`config.mk`:
```
export PLATFORM = sky130hd
export DESIGN_NAME = rbpr_ctrl
export DESIGN_NICKNAME = d
export VERILOG_FILES = /design/src/rtl/rbpr_pkg.sv /design/src/rtl/rbpr_ctrl.sv
export SDC_FILE = /design/constraint.sdc
export NUM_CORES = 1
export LEC_CHECK = 0
export BUFFER_PORTS_ARGS = -buffer_cell sky130_fd_sc_hd__buf_2
export CAP_MARGIN = 20
export CORE_MARGIN = 5
export CORE_UTILIZATION = 40
export DETAILED_ROUTE_END_ITERATION = 8
export HOLD_SLACK_MARGIN = 0.02
export SYNTH_ARGS = -nofsm -noshare
export SYNTH_HDL_FRONTEND = slang
export SYNTH_SLANG_ARGS = --single-unit
export TNS_END_PERCENT = 20
```
`constraint.sdc`:
```
create_clock -name clk -period 3.1 [get_ports clk]
set_clock_uncertainty 0.2 [all_clocks]
set_input_delay 0 -clock clk [delete_from_list [all_inputs] [get_ports clk]]
set_output_delay 0 -clock clk [all_outputs]
set_load 0.01 [all_outputs]
```
`src/rtl/rbpr_pkg.sv`:
```
package rbpr_pkg;

	localparam int MAX_WIDTH  = 64;
	localparam int MAX_HEIGHT = 64;
	localparam int VALUE_BITS = 32;
	localparam int CELLS      = MAX_WIDTH * MAX_HEIGHT;
	localparam int ADDR_W     = $clog2(CELLS);
	localparam int DIM_W      = 7;
	localparam int COL_W      = 6;
	localparam int ROW_W      = 6;
	localparam int OP_W       = 3;
	localparam int IN_W       = 48;
	localparam int OUT_W      = 40;

	localparam logic [OP_W-1:0] OP_WR_P  = 3'd0;
	localparam logic [OP_W-1:0] OP_WR_VX = 3'd1;
	localparam logic [OP_W-1:0] OP_WR_VY = 3'd2;
	localparam logic [OP_W-1:0] OP_RD_P  = 3'd3;
	localparam logic [OP_W-1:0] OP_RELAX = 3'd4;

	localparam logic [0:0] REG_WIDTH  = 1'b0;
	localparam logic [0:0] REG_HEIGHT = 1'b1;

	localparam logic [1:0] TERM_NONE   = 2'd0;
	localparam logic [1:0] TERM_FIRST  = 2'd1;
	localparam logic [1:0] TERM_SECOND = 2'd2;
	localparam logic [1:0] TERM_P      = 2'd3;

	localparam logic [1:0] WSEL_IN    = 2'd0;
	localparam logic [1:0] WSEL_RELAX = 2'd1;
	localparam logic [1:0] WSEL_COPY  = 2'd2;

	typedef logic [VALUE_BITS-1:0] val_t;
	typedef logic [ADDR_W-1:0] addr_t;

	typedef struct packed {
		logic       take;
		logic       p_re;
		addr_t      p_raddr;
		logic       v_re;
		addr_t      vx_raddr;
		addr_t      vy_raddr;
		logic [1:0] term;
		logic       p_we;
		logic       vx_we;
		logic       vy_we;
		addr_t      waddr;
		logic [1:0] wsel;
		logic       res_clr;
		logic       res_cap;
		logic       out_load;
		logic       status;
	} cmd_t;

	typedef struct packed {
		logic out_free;
	} sts_t;

	function automatic addr_t cell_addr(input logic [COL_W-1:0] x, input logic [ROW_W-1:0] y);
		return ADDR_W'(int'(y) * MAX_WIDTH + int'(x));
	endfunction

	function automatic logic [DIM_W-1:0] clamp_dim(input logic [DIM_W-1:0] v, input int hi);
		if (v < DIM_W'(3))
			return DIM_W'(3);
		if (int'(v) > hi)
			return DIM_W'(hi);
		return v;
	endfunction

endpackage

```
`src/rtl/rbpr_ctrl.sv`:
```
module rbpr_ctrl (
	input  logic                       clk,
	input  logic                       arst_n,
	input  logic                       cfg_valid,
	output logic                       cfg_ready,
	input  logic [0:0]                 cfg_index,
	input  logic [rbpr_pkg::DIM_W-1:0] cfg_data,
	input  logic                       in_valid,
	output logic                       in_ready,
	input  logic [rbpr_pkg::OP_W-1:0]  op,
	input  logic [rbpr_pkg::COL_W-1:0] col,
	input  logic [rbpr_pkg::ROW_W-1:0] row,
	input  logic                       colour,
	output rbpr_pkg::cmd_t             cmd,
	input  rbpr_pkg::sts_t             sts
);
	import rbpr_pkg::*;

	localparam logic [4:0] S_IDLE  = 5'd0;
	localparam logic [4:0] S_WRITE = 5'd1;
	localparam logic [4:0] S_RD    = 5'd2;
	localparam logic [4:0] S_RWAIT = 5'd3;
	localparam logic [4:0] S_CP_RD = 5'd4;
	localparam logic [4:0] S_CP_WR = 5'd5;
	localparam logic [4:0] S_CHK   = 5'd6;
	localparam logic [4:0] S_C0    = 5'd7;
	localparam logic [4:0] S_C1    = 5'd8;
	localparam logic [4:0] S_C2    = 5'd9;
	localparam logic [4:0] S_C3    = 5'd10;
	localparam logic [4:0] S_C4    = 5'd11;
	localparam logic [4:0] S_C5    = 5'd12;
	localparam logic [4:0] S_E0_RD = 5'd13;
	localparam logic [4:0] S_E0_WR = 5'd14;
	localparam logic [4:0] S_E1_RD = 5'd15;
	localparam logic [4:0] S_E1_WR = 5'd16;
	localparam logic [4:0] S_DONE  = 5'd17;

	logic [4:0]       state_q, state_d;
	logic [DIM_W-1:0] width_q, height_q;
	logic [OP_W-1:0]  op_q;
	logic [COL_W-1:0] col_q;
	logic [ROW_W-1:0] row_q;
	logic             status_q;
	logic [DIM_W-1:0] x_q, x_d;
	logic             take, bad;
	logic [DIM_W-1:0] xm1, xp1, wm1, wm2;
	logic [ROW_W-1:0] src_row;

	assign cfg_ready = 1'b1;
	assign in_ready  = (state_q == S_IDLE);
	assign take      = in_valid && in_ready;

	assign bad = ((op <= OP_RD_P) && ((DIM_W'(col) >= width_q) || (DIM_W'(row) >= height_q)))
		|| ((op == OP_RELAX) && (DIM_W'(row) >= height_q));

	assign xm1 = x_q - DIM_W'(1);
	assign xp1 = x_q + DIM_W'(1);
	assign wm1 = width_q - DIM_W'(1);
	assign wm2 = width_q - DIM_W'(2);
	// row 0 takes row 1, the last row takes the one above
	assign src_row = (row_q == '0) ? ROW_W'(1) : row_q - ROW_W'(1);

	always_ff @(posedge clk or negedge arst_n) begin
		if (!arst_n) begin
			width_q  <= DIM_W'(MAX_WIDTH);
			height_q <= DIM_W'(MAX_HEIGHT);
		end else if (cfg_valid && cfg_ready) begin
			if (cfg_index == REG_WIDTH)
				width_q <= clamp_dim(cfg_data, MAX_WIDTH);
			else
				height_q <= clamp_dim(cfg_data, MAX_HEIGHT);
		end
	end

	always_ff @(posedge clk or negedge arst_n) begin
		if (!arst_n) begin
			state_q <= S_IDLE;
			x_q     <= '0;
		end else begin
			state_q <= state_d;
			x_q     <= x_d;
		end
	end

	always_ff @(posedge clk) begin
		if (take) begin
			op_q     <= op;
			col_q    <= col;
			row_q    <= row;
			status_q <= bad;
		end
	end

	always_comb begin
		state_d      = state_q;
		x_d          = x_q;
		cmd          = '0;
		cmd.take     = take;
		cmd.res_clr  = take;
		cmd.status   = status_q;
		cmd.term     = TERM_NONE;
		cmd.wsel     = WSEL_IN;
		case (state_q)
			S_IDLE: begin
				if (take) begin
					if (bad || (op > OP_RELAX))
						state_d = S_DONE;
					else if (op == OP_RD_P)
						state_d = S_RD;
					else if (op != OP_RELAX)
						state_d = S_WRITE;
					else if ((row == '0) || (DIM_W'(row) == height_q - DIM_W'(1))) begin
						x_d     = '0;
						state_d = S_CP_RD;
					end else begin
						x_d     = colour ? DIM_W'(1) : DIM_W'(2);
						state_d = S_CHK;
					end
				end
			end
			S_WRITE: begin
				cmd.p_we  = (op_q == OP_WR_P);
				cmd.vx_we = (op_q == OP_WR_VX);
				cmd.vy_we = (op_q == OP_WR_VY);
				cmd.waddr = cell_addr(col_q, row_q);
				state_d   = S_DONE;
			end
			S_RD: begin
				cmd.p_re    = 1'b1;
				cmd.p_raddr = cell_addr(col_q, row_q);
				state_d     = S_RWAIT;
			end
			S_RWAIT: begin
				cmd.res_cap = 1'b1;
				state_d     = S_DONE;
			end
			S_CP_RD: begin
				cmd.p_re    = 1'b1;
				cmd.p_raddr = cell_addr(x_q[COL_W-1:0], src_row);
				state_d     = S_CP_WR;
			end
			S_CP_WR: begin
				cmd.p_we  = 1'b1;
				cmd.wsel  = WSEL_COPY;
				cmd.waddr = cell_addr(x_q[COL_W-1:0], row_q);
				if (xp1 < width_q) begin
					x_d     = xp1;
					state_d = S_CP_RD;
				end else
					state_d = S_DONE;
			end
			S_CHK: begin
				state_d = (xp1 < width_q) ? S_C0 : S_E0_RD;
			end
			S_C0: begin
				cmd.p_re     = 1'b1;
				cmd.v_re     = 1'b1;
				cmd.p_raddr  = cell_addr(xm1[COL_W-1:0], row_q);
				cmd.vx_raddr = cell_addr(xm1[COL_W-1:0], row_q);
				cmd.vy_raddr = cell_addr(x_q[COL_W-1:0], row_q - ROW_W'(1));
				cmd.term     = TERM_FIRST;
				state_d      = S_C1;
			end
			S_C1: begin
				cmd.p_re     = 1'b1;
				cmd.v_re     = 1'b1;
				cmd.p_raddr  = cell_addr(xp1[COL_W-1:0], row_q);
				cmd.vx_raddr = cell_addr(xp1[COL_W-1:0], row_q);
				cmd.vy_raddr = cell_addr(x_q[COL_W-1:0], row_q + ROW_W'(1));
				cmd.term     = TERM_SECOND;
				state_d      = S_C2;
			end
			S_C2: begin
				cmd.p_re    = 1'b1;
				cmd.p_raddr = cell_addr(x_q[COL_W-1:0], row_q - ROW_W'(1));
				cmd.term    = TERM_P;
				state_d     = S_C3;
			end
			S_C3: begin
				cmd.p_re    = 1'b1;
				cmd.p_raddr = cell_addr(x_q[COL_W-1:0], row_q + ROW_W'(1));
				cmd.term    = TERM_P;
				state_d     = S_C4;
			end
			S_C4: begin
				state_d = S_C5;
			end
			S_C5: begin
				cmd.p_we  = 1'b1;
				cmd.wsel  = WSEL_RELAX;
				cmd.waddr = cell_addr(x_q[COL_W-1:0], row_q);
				x_d       = x_q + DIM_W'(2);
				state_d   = S_CHK;
			end
			S_E0_RD: begin
				cmd.p_re    = 1'b1;
				cmd.p_raddr = cell_addr(COL_W'(1), row_q);
				state_d     = S_E0_WR;
			end
			S_E0_WR: begin
				cmd.p_we  = 1'b1;
				cmd.wsel  = WSEL_COPY;
				cmd.waddr = cell_addr('0, row_q);
				state_d   = S_E1_RD;
			end
			S_E1_RD: begin
				cmd.p_re    = 1'b1;
				cmd.p_raddr = cell_addr(wm2[COL_W-1:0], row_q);
				state_d     = S_E1_WR;
			end
			S_E1_WR: begin
				cmd.p_we  = 1'b1;
				cmd.wsel  = WSEL_COPY;
				cmd.waddr = cell_addr(wm1[COL_W-1:0], row_q);
				state_d   = S_DONE;
			end
			S_DONE: begin
				if (sts.out_free) begin
					cmd.out_load = 1'b1;
					state_d      = S_IDLE;
				end
			end
			default: state_d = S_IDLE;
		endcase
	end

endmodule

```
---- Yosys cells after proc, flatten, opt, wreduce, memory -nomap -nowiden ----
Index checks and enable logic that the tools add are counted.
W data, S select, Z words.
word-level totals
  register bits ........................... 42
  output and inout port bits .............. 64
operators by class
  add/sub/neg operators ................... 18
  order comparisons ....................... 7
  equal/unequal tests ..................... 29
  muxes and demuxes ....................... 46
  bitwise gates (word level) .............. 1
  reductions and logical operators ........ 21
operator list
  cell                     count
  $add A12 B6 Y12          9
  $pmux W13 S8             1
  $pmux W5 S16             1
  $mux W7                  11
  $pmux W25 S2             1
  $pmux W12 S4             1
  $eq A5 B4 Y1 const B     8
  $pmux W7 S3              1
  $eq A5 B3 Y1 const B     4
  $mux W5                  4
  $sub A6 B1 Y6 const B    3
  $mux W1                  15
  $ge A6 B7 Y1             2
  $add A12 B1 Y12 const B  1
  $logic_not A6 Y1         2
  $eq A5 B2 Y1 const B     2
  $eq A5 B5 Y1 const B     2
  $ne A2 B2 Y1 const B     5
  $mux W2                  4
  $add A7 B1 Y7 const B    1
  $add A7 B2 Y7 const B    1
  $eq A6 B7 Y1             1
  $gt A7 B7 Y1 const B     1
  $lt A7 B2 Y1 const B     1
  29 further kinds         40

---- Depth between registers and ports, before layout ----
  depth after elaboration ................. 9
  mapped depth ............................ 12
  gate-level depth less buffers ........... 11

---- Worst setup path before layout ----
No wires, ideal clock.
  path kind ............................... register to register
  start ................................... register x_q[3]
  end ..................................... register x_q[0]
  library setup time ...................... 0.125 ns
  data arrival time ....................... 2.776 ns
  data required time ...................... 2.775 ns
  path slack .............................. -0.001 ns
  cell stages (with the launch flop) ...... 13
  buffers on the path ..................... 1
  path through ............................ dfrtp_1 > clkbuf_1 > clkinv_1 > nor3_1 > nand2_1 > xnor2_1 > ha_1 > a21oi_1 > o21ai_0 > a21oi_1 > o22ai_1 > nor3_1 > mux2_4
on the way
  word-level cells in the longest chain between the ends .. 4
RTL lines
  element                             line              source
  start: declaration                  rbpr_ctrl.sv:44   logic [DIM_W-1:0] x_q, x_d;
  start signal: assignment            rbpr_ctrl.sv:78   x_q <= '0;
  start signal: assignment            rbpr_ctrl.sv:81   x_q <= x_d;
  $add A7 B1 Y7                       rbpr_ctrl.sv:57   assign xp1 = x_q + DIM_W'(1);
  $lt A7 B7 Y1                        rbpr_ctrl.sv:146  if (xp1 < width_q) begin
  $ne A2 B2 Y1 (no source line)       --
  $reduce_and A6 Y1 (no source line)  --
Every way passes these cells.
A chain may end at the register's enable or synchronous reset.

---- Worst setup path in the final report ----
  start ................................... register x_q[2]
  end ..................................... register x_q[0]
Same word-level chain as after synthesis.

==> impl_metrics.csv <==
group,metric,value,unit
cells_and_area,drive_gt1_share,22.6,%
clocking,h-tree-depth,2,
power,p_sw_share,45.6,%
cells_and_area,n_fill_cell,986,
clocking,cts_tree,"done",
floorplan,die_height,111,um
power,clkPwrFrac,15.0,%
floorplan,io_pins,93,
sta,fmax,0.346,GHz
critical_path,cp_max_fo,8,
critical_path,critPathArrivalTime,2.89,ns
floorplan,core_area,0.00982,mm2
floorplan,die-area,0.0122,mm2
synthesis,async_reset_ff_share,61.9,%
cells_and_area,mostFrequentLayoutCells,"buf_2 (91), nand2_1 (60), nor2_1 (40)",
sta,slew_violations,0,
detailed_routing,via_count,4290,
cells_and_area,nNetsFinal,692,
clocking,numCtsBuffers,5,
detailed_routing,drc_errors,0,
sta,final.min_clock_period,2.89,ns
cells_and_area,mostFrequentLayoutCell,"buf_2",
synthesis,synth_area,0.00405,mm2
power,powerDensity,592,mW/mm2
run,maxCapViolCount,0,
synthesis,synthCells,513,
power,intPower,1.64,mW
synthesis,ys_types,72,
synthesis,synth_flop_cell,"dfrtp_1",
critical_path,slowest_delay,0.46,ns
synthesis,yosys_register_bits,42,
detailed_routing,drt_wl_total,13000,um
global_route,grt_overflow,0,
placed_design,hpwlAfterDp,9920,um
cells_and_area,seq_area,0.00113,mm2
clocking,clk_path_buf_depth,2,
critical_path,critPathRequiredTime,3.10,ns
critical_path,critical_path_class,"register to register",
clocking,clk_latency,0.30,ns
critical_path,cpLargestDelayFamily,"simple AND/OR/NAND/NOR gates",
global_route,grt_max_degree,27,
synthesis,ys_warn_count,0,
outcome,status,"finished, final reports clean",
detailed_routing,dr.pass1.iters,5,
placed_design,place_congestion,0.907,
detailed_routing,wl_per_cell,16.9,um
hold_path,min_path_type,"input pin to async pin",
power,p_switching,1.38,mW
floorplan,initial_core_util,41.2,%
sta,hold_viol,0,
placed_design,io_buffer_count,91,
cells_and_area,multi_input_area,0.00265,mm2
floorplan,die_width,111,um
critical_path,crit_buf_inv,1,
sta,setup_tns,0,ns
detailed_routing,drt-initial-drc-count,312,
critical_path,crit_path_end_kind,"register",
critical_path,timing.rr.start,"x_q[2]",
floorplan,num_rows,36,
power,seqPwrFrac,29.5,%
sta,worstMarginPinSlew,0.764,ns
critical_path,crit_chain,"inv_1, nor3_1, nand2_1, xnor2_1, ha_1, a21oi_1, o21ai_0, a21oi_1, o22ai_1, nor3_1, mux2_4",
global_route,grt_pass1_vias,4222,
clocking,root_buffer,"clkbuf_8",
clocking,clk_pin_slew,0.09,ns
critical_path,rrSetupSlack,0.21,ns
global_route,grt_use_total,20.9,%
global_route,grt_antenna_before_repair,0,
sta,timing.slew.headroom,48.6,%
critical_path,crit_slowest_cell,"dfrtp_2",
power,finalPower,3.02,mW
synthesis,synth_edf_count,16,
critical_path,reg2regPathDepth,11,
placed_design,post_dp_cell_area,0.00470,mm2
cells_and_area,antennaDiodeCount,0,
sta,setup_viol,0,
power,p_leak,2.31,nW
synthesis,synth_fp_nets,572,
power,power_frac_comb,55.4,%
critical_path,crit_path_start_kind,"register",
detailed_routing,vias_per_cell,5.59,
clocking,post_cts_buffers,0,
detailed_routing,drtAntennaViolNets,0,
cells_and_area,area_growth,25.9,%
power,peakVddDrop,0.225,mV
synthesis,avgSynthCellArea,7.89,um2
critical_path,critPathLaunch,"x_q[2]",
sta,post-route-period-util,93.3,%
cells_and_area,fin_area,0.00510,mm2
global_route,grt_pass1_wl,21400,um
critical_path,r2r-end,"x_q[0]",
sta,grt_setup_unrepaired,"true",
synthesis,yosysSeqAreaShare,28.0,%
cells_and_area,utilization,51.9,%
clocking,cts.sinks,42,
## what timing repair did
item | 4_1_cts | 5_1_grt
endpoints found under the hold margin | 60 | 0
hold buffers | 29 | 0
gates resized for setup | 0 | 3
setup endpoints to repair | 0 | 4
## kinds of logic (layout without fill, tap and decap cells)
group	after synthesis	after routing	share of synthesized area, %
XOR/XNOR	26	26	5.62
other	1	1	0.0926
buffers and inverters	64	185	6.77
AND/OR/NAND/NOR	195	195	23.7
adder cells (fa/ha/maj)	30	30	9.27
AO/OA/AOI/OAI	148	148	24.5
multiplexers	7	7	2.04
flip-flops	42	42	28.0
## cell usage after synthesis, types with 6 or more instances
master	n	area (um2)
nand2_1	60	225
nor2_1	40	150
o21ai_0	36	180
inv_1	32	120
a21oi_1	30	150
ha_1	30	375
dfrtp_1	24	601
xnor2_1	22	193
clkbuf_1	17	63.8
edfxtp_1	16	480
nand3_1	16	80.1
nor3_1	16	80.1
nand2b_1	15	93.8
and2_1	14	87.6
a22oi_1	11	82.6
o22ai_1	10	62.6
nand4_1	7	43.8
a211o_1	6	52.6
## how the worst max path moves through the flow
| stage | endpoint | slack, ns | cells past startpoint |
|---|---|---|---|
| 2_1_floorplan | x_q[0] | 0.07 | 12 |
| 3_3_place_gp | state_q[1] | 0.28 | 11 |
| 3_5_place_dp | x_q[0] | 0.19 | 11 |
| 4_1_cts | state_q[1] | 0.15 | 12 |
| 5_1_grt | state_q[0] | -0.004 | 12 |
| 6_report | x_q[0] | 0.21 | 11 |
## power groups by stage
stage               sequential [mW]  combinational [mW]  clock, mW
finish                        0.892                1.67      0.455
global route                  0.918                1.85      0.484
CTS                           0.885                1.66      0.463
detailed placement            0.897                1.63          0
global placement              0.894                1.62          0
floorplan                     0.772                1.20          0
## registers in the layout, summed over array words and instances (netlist names)
signal,cells
x_q,7
op_q,3
height_q,7
col_q,6
width_q,7
state_q,5
row_q,6
status_q,1
## metal layers
layer,up-vias,wire [um],global-route usage (%)
li1,2087,-,-
met1,2042,5480,27.1
met2,142,6420,35.9
met3,19,740,3.17
met4,0,315,6.24
met5,-,0,0
## layout make-up
| type | instances | share of cell area [%] |
|---|---|---|
| clock inverter | 2 | 0.736 |
| sequential | 42 | 22.2 |
| multi-input combinational | 407 | 51.9 |
| inverter | 35 | 2.60 |
| timing repair buffer | 142 | 17.9 |
| clock buffer | 6 | 1.42 |
| tap | 133 | 3.26 |
## per-stage QoR
stage          setup slack, ns  hold WS [ns]  instances
2_1_floorplan           0.0683        -0.496        513
3_3_place_gp             0.281        -0.151        730
3_5_place_dp             0.192        -0.148        730
4_1_cts                  0.154        0.0282        767
5_1_grt               -0.00353        0.0942        767
6_report                 0.208        0.0386        767
No activity file was read; power rests on OpenSTA's default activity.
